<file path="config.mk">
export PLATFORM = sky130hd
export DESIGN_NAME = websocket_frame_receiver
export DESIGN_NICKNAME = d
export VERILOG_FILES = /design/src/design/wsfr_pkg.sv /design/src/design/wsfr_cfg.sv /design/src/design/wsfr_parser.sv /design/src/design/websocket_frame_receiver.sv
export SDC_FILE = /design/constraint.sdc
export NUM_CORES = 1
export LEC_CHECK = 0
export ABC_AREA = 1
export CORE_MARGIN = 4
export CORE_UTILIZATION = 40
export DETAILED_ROUTE_END_ITERATION = 12
export DONT_BUFFER_PORTS = 1
export MAX_ROUTING_LAYER = met4
export PLACE_DENSITY = 0.6
export REMOVE_ABC_BUFFERS = 1
export SLEW_MARGIN = 20
export SYNTH_ARGS = -nofsm -noshare
export SYNTH_HDL_FRONTEND = slang
export SYNTH_SLANG_ARGS = --single-unit
</file>
<file path="constraint.sdc">
create_clock -name clk_i -period 9.8 [get_ports clk_i]
set_input_delay 0 -clock clk_i [delete_from_list [all_inputs] [get_ports clk_i]]
set_output_delay 0 -clock clk_i [all_outputs]
set_load 0.005 [all_outputs]
</file>
<file path="src/design/wsfr_pkg.sv">
// Shared types and constants for the WebSocket frame receiver.
`default_nettype none

package wsfr_pkg;

  localparam int unsigned BYTE_W    = 8;
  localparam int unsigned OPC_W     = 4;
  localparam int unsigned KIND_W    = 2;
  localparam int unsigned LEN_W     = 64;
  localparam int unsigned MSG_LEN_W = 32;
  localparam int unsigned KEY_W     = 32;
  localparam int unsigned EXT_CNT_W = 4;
  localparam int unsigned APB_DW    = 32;
  localparam int unsigned APB_AW    = 3;

  localparam logic [6:0] LEN_CODE_16 = 7'd126;
  localparam logic [6:0] LEN_CODE_64 = 7'd127;
  localparam logic [EXT_CNT_W-1:0] EXT_BYTES_16 = 4'd2;
  localparam logic [EXT_CNT_W-1:0] EXT_BYTES_64 = 4'd8;

  localparam logic [OPC_W-1:0] OPC_CONT     = 4'd0;
  localparam logic [OPC_W-1:0] OPC_DATA_MAX = 4'd2;
  localparam logic [OPC_W-1:0] OPC_PING     = 4'd9;

  localparam logic [MSG_LEN_W-1:0] MAX_MSG_RESET = 32'd33554432;

  // register index, taken from paddr[2]
  localparam logic REG_MAX_MSG = 1'b0;
  localparam logic REG_CLIENT  = 1'b1;

  typedef enum logic [KIND_W-1:0] {
    KIND_BYTE  = 2'd0,
    KIND_END   = 2'd1,
    KIND_PONG  = 2'd2,
    KIND_ERROR = 2'd3
  } kind_e;

  typedef struct packed {
    logic [MSG_LEN_W-1:0] max_msg;
    logic                 client_mode;
  } cfg_t;

  typedef struct packed {
    logic              valid;
    kind_e             kind;
    logic [BYTE_W-1:0] data;
    logic [OPC_W-1:0]  opcode;
    logic              last;
  } res_t;

endpackage

`default_nettype wire

</file>
<file path="src/design/wsfr_cfg.sv">
// APB configuration registers of the WebSocket frame receiver.
`default_nettype none

module wsfr_cfg (
  input  wire logic                         clk_i,
  input  wire logic                         rst_ni,
  input  wire logic                         psel,
  input  wire logic                         penable,
  input  wire logic                         pwrite,
  input  wire logic [wsfr_pkg::APB_AW-1:0]  paddr,
  input  wire logic [wsfr_pkg::APB_DW-1:0]  pwdata,
  output logic      [wsfr_pkg::APB_DW-1:0]  prdata,
  output logic                              pready,
  output wsfr_pkg::cfg_t                    cfg_o
);

  logic [wsfr_pkg::MSG_LEN_W-1:0] max_msg_q;
  logic                           client_q;
  logic                           wr_en;

  assign pready = 1'b1;
  assign wr_en  = psel && penable && pwrite;

  always_ff @(posedge clk_i or negedge rst_ni) begin
    if (!rst_ni) begin
      max_msg_q <= wsfr_pkg::MAX_MSG_RESET;
      client_q  <= 1'b0;
    end else if (wr_en) begin
      if (paddr[2] == wsfr_pkg::REG_MAX_MSG) begin
        max_msg_q <= pwdata[wsfr_pkg::MSG_LEN_W-1:0];
      end else begin
        client_q <= pwdata[0];
      end
    end
  end

  always_comb begin
    prdata = '0;
    if (paddr[2] == wsfr_pkg::REG_MAX_MSG) begin
      prdata = max_msg_q;
    end else begin
      prdata[0] = client_q;
    end
  end

  assign cfg_o.max_msg     = max_msg_q;
  assign cfg_o.client_mode = client_q;

endmodule

`default_nettype wire

</file>
<file path="src/design/wsfr_parser.sv">
// Frame parse state and the per-byte update that yields at most one result.
`default_nettype none

module wsfr_parser (
  input  wire logic                         clk_i,
  input  wire logic                         rst_ni,
  input  wire logic                         go_i,
  input  wire logic [wsfr_pkg::BYTE_W-1:0]  byte_i,
  input  wire wsfr_pkg::cfg_t               cfg_i,
  output wsfr_pkg::res_t                    res_o
);

  typedef enum logic [2:0] {
    PH_HDR0 = 3'd0,
    PH_HDR1 = 3'd1,
    PH_EXT  = 3'd2,
    PH_MASK = 3'd3,
    PH_DATA = 3'd4
  } phase_e;

  phase_e                             phase_q, phase_d;
  logic                               closed_q, closed_d;
  logic                               fin_q, fin_d;
  logic [wsfr_pkg::OPC_W-1:0]         opc_q, opc_d;
  logic                               masked_q, masked_d;
  logic [wsfr_pkg::LEN_W-1:0]         len_shift_q, len_shift_d;
  logic [wsfr_pkg::EXT_CNT_W-1:0]     ext_left_q, ext_left_d;
  logic [wsfr_pkg::LEN_W-1:0]         rem_q, rem_d;
  logic [wsfr_pkg::KEY_W-1:0]         key_q, key_d;
  logic [1:0]                         idx_q, idx_d;
  logic [wsfr_pkg::MSG_LEN_W-1:0]     msg_len_q, msg_len_d;
  logic [wsfr_pkg::OPC_W-1:0]         msg_opc_q, msg_opc_d;

  logic                               is_data;
  logic [6:0]                         len_code;
  logic                               do_lk;
  logic                               do_bp;
  logic                               do_pong;
  logic [wsfr_pkg::LEN_W-1:0]         lk_len;
  logic [wsfr_pkg::MSG_LEN_W:0]       lk_sum;
  logic                               lk_over;
  logic [wsfr_pkg::OPC_W-1:0]         cur_opc;
  logic [wsfr_pkg::BYTE_W-1:0]        key_byte;
  logic [wsfr_pkg::BYTE_W-1:0]        plain;
  wsfr_pkg::res_t                     res;

  assign is_data  = (opc_q <= wsfr_pkg::OPC_DATA_MAX);
  assign len_code = byte_i[6:0];

  // message length check: error when running total plus frame length reaches the limit
  assign lk_sum  = {1'b0, msg_len_q} + {1'b0, lk_len[wsfr_pkg::MSG_LEN_W-1:0]};
  assign lk_over = (|lk_len[wsfr_pkg::LEN_W-1:wsfr_pkg::MSG_LEN_W])
                || (lk_sum >= {1'b0, cfg_i.max_msg});

  always_comb begin
    case (idx_q)
      2'd0:    key_byte = key_q[31:24];
      2'd1:    key_byte = key_q[23:16];
      2'd2:    key_byte = key_q[15:8];
      default: key_byte = key_q[7:0];
    endcase
  end

  assign plain = masked_q ? (byte_i ^ key_byte) : byte_i;

  always_comb begin
    phase_d     = phase_q;
    closed_d    = closed_q;
    fin_d       = fin_q;
    opc_d       = opc_q;
    masked_d    = masked_q;
    len_shift_d = len_shift_q;
    ext_left_d  = ext_left_q;
    rem_d       = rem_q;
    key_d       = key_q;
    idx_d       = idx_q;
    msg_len_d   = msg_len_q;
    msg_opc_d   = msg_opc_q;
    cur_opc     = msg_opc_q;
    do_lk       = 1'b0;
    do_bp       = 1'b0;
    do_pong     = 1'b0;
    lk_len      = '0;
    res         = '0;
    res.kind    = wsfr_pkg::KIND_BYTE;

    if (!closed_q) begin
      case (phase_q)
        PH_HDR0: begin
          fin_d   = byte_i[7];
          opc_d   = byte_i[wsfr_pkg::OPC_W-1:0];
          phase_d = PH_HDR1;
        end
        PH_HDR1: begin
          masked_d = byte_i[7];
          if (is_data && !cfg_i.client_mode && !byte_i[7]) begin
            closed_d   = 1'b1;
            res.valid  = 1'b1;
            res.kind   = wsfr_pkg::KIND_ERROR;
            res.opcode = msg_opc_q;
          end else begin
            if (is_data && (opc_q != wsfr_pkg::OPC_CONT)
                && (msg_opc_q == wsfr_pkg::OPC_CONT)) begin
              msg_opc_d = opc_q;
              cur_opc   = opc_q;
            end
            len_shift_d = '0;
            if ((len_code == wsfr_pkg::LEN_CODE_16) || (len_code == wsfr_pkg::LEN_CODE_64)) begin
              ext_left_d = (len_code == wsfr_pkg::LEN_CODE_16) ? wsfr_pkg::EXT_BYTES_16
                                                                : wsfr_pkg::EXT_BYTES_64;
              phase_d    = PH_EXT;
            end else begin
              len_shift_d = {{(wsfr_pkg::LEN_W-7){1'b0}}, len_code};
              lk_len      = len_shift_d;
              do_lk       = 1'b1;
            end
            do_pong = (opc_q == wsfr_pkg::OPC_PING);
          end
        end
        PH_EXT: begin
          len_shift_d = {len_shift_q[wsfr_pkg::LEN_W-wsfr_pkg::BYTE_W-1:0], byte_i};
          ext_left_d  = ext_left_q - 1'b1;
          if (ext_left_d == '0) begin
            lk_len = len_shift_d;
            do_lk  = 1'b1;
          end
        end
        PH_MASK: begin
          key_d = {key_q[wsfr_pkg::KEY_W-wsfr_pkg::BYTE_W-1:0], byte_i};
          idx_d = idx_q + 2'd1;
          if (idx_d == 2'd0) begin
            do_bp = 1'b1;
          end
        end
        PH_DATA: begin
          if (masked_q) begin
            idx_d = idx_q + 2'd1;
          end
          rem_d = rem_q - 1'b1;
          if (rem_d == '0) begin
            phase_d = PH_HDR0;
          end
          if (is_data) begin
            res.valid  = 1'b1;
            res.kind   = wsfr_pkg::KIND_BYTE;
            res.data   = plain;
            res.opcode = msg_opc_q;
            res.last   = (rem_d == '0) && fin_q;
            if ((rem_d == '0) && fin_q) begin
              msg_len_d = '0;
              msg_opc_d = wsfr_pkg::OPC_CONT;
            end
          end
        end
        default: begin
          phase_d = PH_HDR0;
        end
      endcase

      if (do_lk) begin
        if (is_data && lk_over) begin
          closed_d   = 1'b1;
          res.valid  = 1'b1;
          res.kind   = wsfr_pkg::KIND_ERROR;
          res.opcode = cur_opc;
        end else begin
          if (is_data) begin
            msg_len_d = lk_sum[wsfr_pkg::MSG_LEN_W-1:0];
          end
          rem_d = lk_len;
          if (masked_d) begin
            phase_d = PH_MASK;
            key_d   = '0;
            idx_d   = 2'd0;
          end else begin
            do_bp = 1'b1;
          end
        end
      end

      if (do_bp) begin
        if (rem_d != '0) begin
          phase_d = PH_DATA;
        end else begin
          phase_d = PH_HDR0;
          if (is_data && fin_q) begin
            res.valid  = 1'b1;
            res.kind   = wsfr_pkg::KIND_END;
            res.opcode = cur_opc;
            res.last   = 1'b1;
            msg_len_d  = '0;
            msg_opc_d  = wsfr_pkg::OPC_CONT;
          end
        end
      end

      if (do_pong) begin
        res.valid  = 1'b1;
        res.kind   = wsfr_pkg::KIND_PONG;
        res.data   = '0;
        res.opcode = cur_opc;
        res.last   = 1'b0;
      end
    end
  end

  always_ff @(posedge clk_i or negedge rst_ni) begin
    if (!rst_ni) begin
      phase_q     <= PH_HDR0;
      closed_q    <= 1'b0;
      fin_q       <= 1'b0;
      opc_q       <= '0;
      masked_q    <= 1'b0;
      len_shift_q <= '0;
      ext_left_q  <= '0;
      rem_q       <= '0;
      key_q       <= '0;
      idx_q       <= 2'd0;
      msg_len_q   <= '0;
      msg_opc_q   <= '0;
    end else if (go_i) begin
      phase_q     <= phase_d;
      closed_q    <= closed_d;
      fin_q       <= fin_d;
      opc_q       <= opc_d;
      masked_q    <= masked_d;
      len_shift_q <= len_shift_d;
      ext_left_q  <= ext_left_d;
      rem_q       <= rem_d;
      key_q       <= key_d;
      idx_q       <= idx_d;
      msg_len_q   <= msg_len_d;
      msg_opc_q   <= msg_opc_d;
    end
  end

  assign res_o = res;

endmodule

`default_nettype wire

</file>
<file path="src/design/websocket_frame_receiver.sv">
// Top level of the WebSocket frame receiver: input register, parser, result register.
//
//   channel  direction  handshake                 payload
//   in       in         in_valid_i / in_stall_o   in_byte_i
//   out      out        out_valid_o / out_stall_i out_kind_o, payload_byte_o,
//                                                  msg_opcode_o, msg_last_o
//   cfg      in         APB psel/penable/pready   paddr, pwdata, prdata
//
// One byte per cycle sustained while out_stall_i is low; results are registered.
// The parser state advances when the input register holds a byte and the result
// register is empty or being read out in the same cycle.
// Reset clears parse state and loads configuration defaults.
// A stall on the output backs up into in_stall_o once the input register is full.
`default_nettype none

module websocket_frame_receiver (
  input  wire logic                         clk_i,
  input  wire logic                         rst_ni,
  input  wire logic                         in_valid_i,
  output logic                              in_stall_o,
  input  wire logic [wsfr_pkg::BYTE_W-1:0]  in_byte_i,
  output logic                              out_valid_o,
  input  wire logic                         out_stall_i,
  output logic      [wsfr_pkg::KIND_W-1:0]  out_kind_o,
  output logic      [wsfr_pkg::BYTE_W-1:0]  payload_byte_o,
  output logic      [wsfr_pkg::OPC_W-1:0]   msg_opcode_o,
  output logic                              msg_last_o,
  input  wire logic                         psel,
  input  wire logic                         penable,
  input  wire logic                         pwrite,
  input  wire logic [wsfr_pkg::APB_AW-1:0]  paddr,
  input  wire logic [wsfr_pkg::APB_DW-1:0]  pwdata,
  output logic      [wsfr_pkg::APB_DW-1:0]  prdata,
  output logic                              pready
);

  wsfr_pkg::cfg_t              cfg;
  wsfr_pkg::res_t              res;
  logic                        in_valid_q;
  logic [wsfr_pkg::BYTE_W-1:0] in_byte_q;
  logic                        out_valid_q;
  wsfr_pkg::res_t              out_q;
  logic                        go;

  assign go         = in_valid_q && (!out_valid_q || !out_stall_i);
  assign in_stall_o = in_valid_q && !go;

  wsfr_cfg u_cfg (
    .clk_i   (clk_i),
    .rst_ni  (rst_ni),
    .psel    (psel),
    .penable (penable),
    .pwrite  (pwrite),
    .paddr   (paddr),
    .pwdata  (pwdata),
    .prdata  (prdata),
    .pready  (pready),
    .cfg_o   (cfg)
  );

  wsfr_parser u_parser (
    .clk_i  (clk_i),
    .rst_ni (rst_ni),
    .go_i   (go),
    .byte_i (in_byte_q),
    .cfg_i  (cfg),
    .res_o  (res)
  );

  always_ff @(posedge clk_i or negedge rst_ni) begin
    if (!rst_ni) begin
      in_valid_q <= 1'b0;
    end else if (!in_stall_o) begin
      in_valid_q <= in_valid_i;
    end
  end

  always_ff @(posedge clk_i) begin
    if (in_valid_i && !in_stall_o) begin
      in_byte_q <= in_byte_i;
    end
  end

  always_ff @(posedge clk_i or negedge rst_ni) begin
    if (!rst_ni) begin
      out_valid_q <= 1'b0;
    end else if (go) begin
      out_valid_q <= res.valid;
    end else if (!out_stall_i) begin
      out_valid_q <= 1'b0;
    end
  end

  always_ff @(posedge clk_i) begin
    if (go && res.valid) begin
      out_q <= res;
    end
  end

  assign out_valid_o    = out_valid_q;
  assign out_kind_o     = out_q.kind;
  assign payload_byte_o = out_q.data;
  assign msg_opcode_o   = out_q.opcode;
  assign msg_last_o     = out_q.last;

endmodule

`default_nettype wire
</file>
==> impl_metrics.yaml <==
floorplanning:
  row_count: 77
  die_w_um: 220
  core_um2: 44400
  start_util_pct: 40.6
  die_h_um: 220
  io_pins: 100
  die_area_um2: 48500
global_routing:
  grt_usage_pct: 24.3
  use_met2_pct: 37.4
  met3_usage_pct: 3.05
  gr-total-overflow: 0
  grt_pass1_wl_mm: 91.7
  grt_use_met1_pct: 34.0
  grt_max_degree: 240
  first_global_vias: 16500
  antenna_found_initial: 0
  grt-busiest-layer: "met2"
logic_synthesis:
  synth_top_area_share_pct: 33.0
  synth_edf_count: 23
  synth_seq_area_share_pct: 37.0
  synth_mux_area_share_pct: 0
  synth_compound_area_share_pct: 16.3
  yosys.area_share.simple_pct: 28.0
  synth_area_um2: 18000
  yosys.area_share.adder_pct: 5.18
  ys_types: 55
  synthArstFlopShare_pct: 91.2
  synth_ff_type: "dfrtp_1"
  yosys-top-cells-count: "631 x nand2_1, 289 x nor2_1, 285 x inv_1"
  synthXorXnorAreaFrac_pct: 4.52
  synth_top_family_by_area: "simple AND/OR/NAND/NOR gates"
  synth.largest_area_cell: "dfrtp_1"
  avgSynthCellArea_um2: 6.98
  yosysWarnings: 0
  synth_area_leaders: "dfrtp_1 33%, nand2_1 13%, nor2_1 6.0%, o21ai_0 6.0%, inv_1 5.9%"
  ys_ff_latch: 262
  synth.most_common_cell: "nand2_1"
  netlist_instances: 2583
worst_setup_path:
  max_stage_delay_ns: 0.44
  r2r_slack_ns: 1.06
  cp_slowest_cell: "dfrtp_1"
  r2r_start: "u_parser.phase_q[0]"
  worstPathRequired_ns: 10.07
  r2r_end: "payload_byte_o[6]"
  crit_top_cell: "nand2_1"
  ff2ff_path_depth: 47
  setup.worst_path.end_class: "flop"
  crit_type: "reg -> reg"
  crit_path_start_kind: "flop"
  crit_arrival_ns: 9.01
  cp_max_fo: 39
clock_tree:
  htreeDepth: 2
  cts.sinks: 262
  cts_tree: "built"
  cts_root_buf: "clkbuf_16"
  cts_resized: 0
  clk_pin_slew_worst_paths_ns: 0.06
  ctsLongestPathBuffers: 3
  cts_made_buffers: 34
  ctsHoldBuffers: 48
  worstSkewPairLatency_ns: 0.56
  cts_setup_buffers: 0
drt:
  wire_per_inst_um: 17.9
  ant_nets: 0
  routed_wl_mm: 57.1
  first_pass_iters: 6
  vias: 17200
  drc_errors: 0
  routed_via_density: 5.41
  drtIter0Drc: 1701
power:
  p_sw_uw: 613
  clkPwrFrac_pct: 50.3
  p_leak_uw: 0.00980
  ir_worst_vdd_uv: 113
  power_density_nw_per_um2: 127
  pwr-share-comb_pct: 5.1
  intPower_uw: 1940
  seqPwrFrac_pct: 44.5
  swShare_pct: 24.0
timing:
  slew_headroom_pct: 30.8
  post-route-period-util_pct: 89.2
  grt_setup_unrepaired: "no"
  hold_viol_final: 0
  finalWorstSetupSlack_ns: 1.06
  slew_viol_final: 0
  finalCriticalPeriod_ns: 8.74
  clock.fmax_ghz: 0.114
  finClkSkew_ns: 0.0240
  setup_violations: 0
  tightest_slew_ns: 1.04
final_layout:
  syn_to_final_growth_pct: 11.8
  fill_cells: 4440
  drive_gt1_share_pct: 4.01
  fin_cells: 3185
  n_antenna_cell: 0
  nNetsFinal: 2692
placed_design:
  io_buffers: 0
  dp.cells: 3074
  globalplace.congestion: 0.956
  pre_cts_slack_ns: 1.09
  dp_hpwl_mm: 40.4
worst_hold_path:
  hold_class: "in -> async"
run:
  max_cap_viol_count: 0
run_status:
  status: "finished clean"
==> how the worst max path moves through the flow <==
stage,from,endpoint,slack (ns),cells after the start
after floorplan,u_parser.closed_q,u_parser.len_shift_q[0],-1.77,7
after global placement,u_parser.phase_q[0],payload_byte_o[1],1.25,47
after detailed placement,u_parser.phase_q[0],payload_byte_o[1],1.09,47
after CTS,u_parser.phase_q[0],msg_last_o,1.07,47
after global routing,u_parser.phase_q[0],msg_last_o,0.18,47
final,u_parser.phase_q[0],payload_byte_o[6],1.06,47
==> worst max-delay path: cells and delay by family, from the launching register on <==
family | cells | cell delay [ns]
AND/OR/NAND/NOR | 26 | 3.69
AO/OA/AOI/OAI | 10 | 2.13
adder cells (fa/ha/maj) | 3 | 0.96
buffers and inverters | 7 | 0.95
flip-flops | 1 | 0.44
XOR/XNOR | 1 | 0.24
==> cell type report <==
type	instances	area (um^2)	area share, %
well taps	592	741	3.68
clock buffers	52	1020	5.06
clock inverters	9	115	0.571
repair buffers	74	746	3.70
multi-input cells	1905	9770	48.5
inverters	291	1090	5.43
flip-flops and latches	262	6670	33.1
==> kinds of logic (layout without fill, tap and decap cells) <==
family                     count (synthesis)  in the layout
AOI/OAI and AO/OA                        521            521
xor gates and xnor gates                  93             93
adders and majority gates                 74             74
buffers and inverters                    416            426
DFF                                      262            262
other                                      1              1
and+or+nand+nor                         1216           1216
==> cell usage in the layout (no fill, tap or decap), types with 8 or more instances in the layout <==
cell	n
o21ai_1	11
o31ai_1	23
nand3_1	166
edfxtp_1	23
nor4_1	20
ha_1	73
a21o_1	9
nand4_1	29
dfrtp_1	238
o22ai_1	15
nor2_1	287
buf_4	23
nand2_1	630
a21oi_1	163
o221ai_1	9
clkbuf_16	35
o21ai_0	215
clkbuf_1	9
nor3_1	60
xnor2_1	15
dlygate4sd3_1	47
o211ai_1	42
xor2_1	78
clkbuf_8	8
o41ai_1	9
inv_1	283
==> power groups by stage <==
stage | sequential [uW] | combinational [uW] | clock (uW)
CTS | 1140 | 131 | 1320
floorplan | 1150 | 69.2 | 0
detailed placement | 1160 | 91.2 | 0
global placement | 1160 | 88.5 | 0
global route | 1140 | 152 | 1360
finish | 1140 | 131 | 1290
==> sequential cells by signal (all words and copies together) (netlist names) <==
name	cells
in_byte_q	8
in_valid_q	1
msg_last_o	1
msg_opcode_o	4
out_kind_o	2
out_valid_o	1
payload_byte_o	8
u_cfg.client_q	1
u_cfg.max_msg_q	32
u_parser.closed_q	1
u_parser.ext_left_q	4
u_parser.fin_q	1
u_parser.idx_q	2
u_parser.key_q	32
u_parser.len_shift_q	56
u_parser.masked_q	1
u_parser.msg_len_q	32
u_parser.msg_opc_q	4
u_parser.opc_q	4
u_parser.phase_q	3
u_parser.rem_q	64
==> routing by layer <==
layer  up-vias  wire length, um  share of wire [%]
met5         -                0                  0
li1       8503                -                  -
met2       483            25900                 45
met1      8172            27000                 47
met3        78             2910                5.1
met4         0             1320                2.3
==> metrics by stage <==
stage	area, um^2	TNS, ns	hold WS, ns	utilization, %	power [uW]
finish	20200	0	0.00426	45.4	2560
global route	20200	0	0.0375	45.4	2650
CTS	20100	0	0.0367	45.3	2590
detailed placement	18500	0	-0.284	41.6	1250
global placement	18500	0	-0.286	41.6	1250
floorplan	17500	-115.28	-0.296	-	1220
Note: power is estimated with default switching activity, not from simulation.
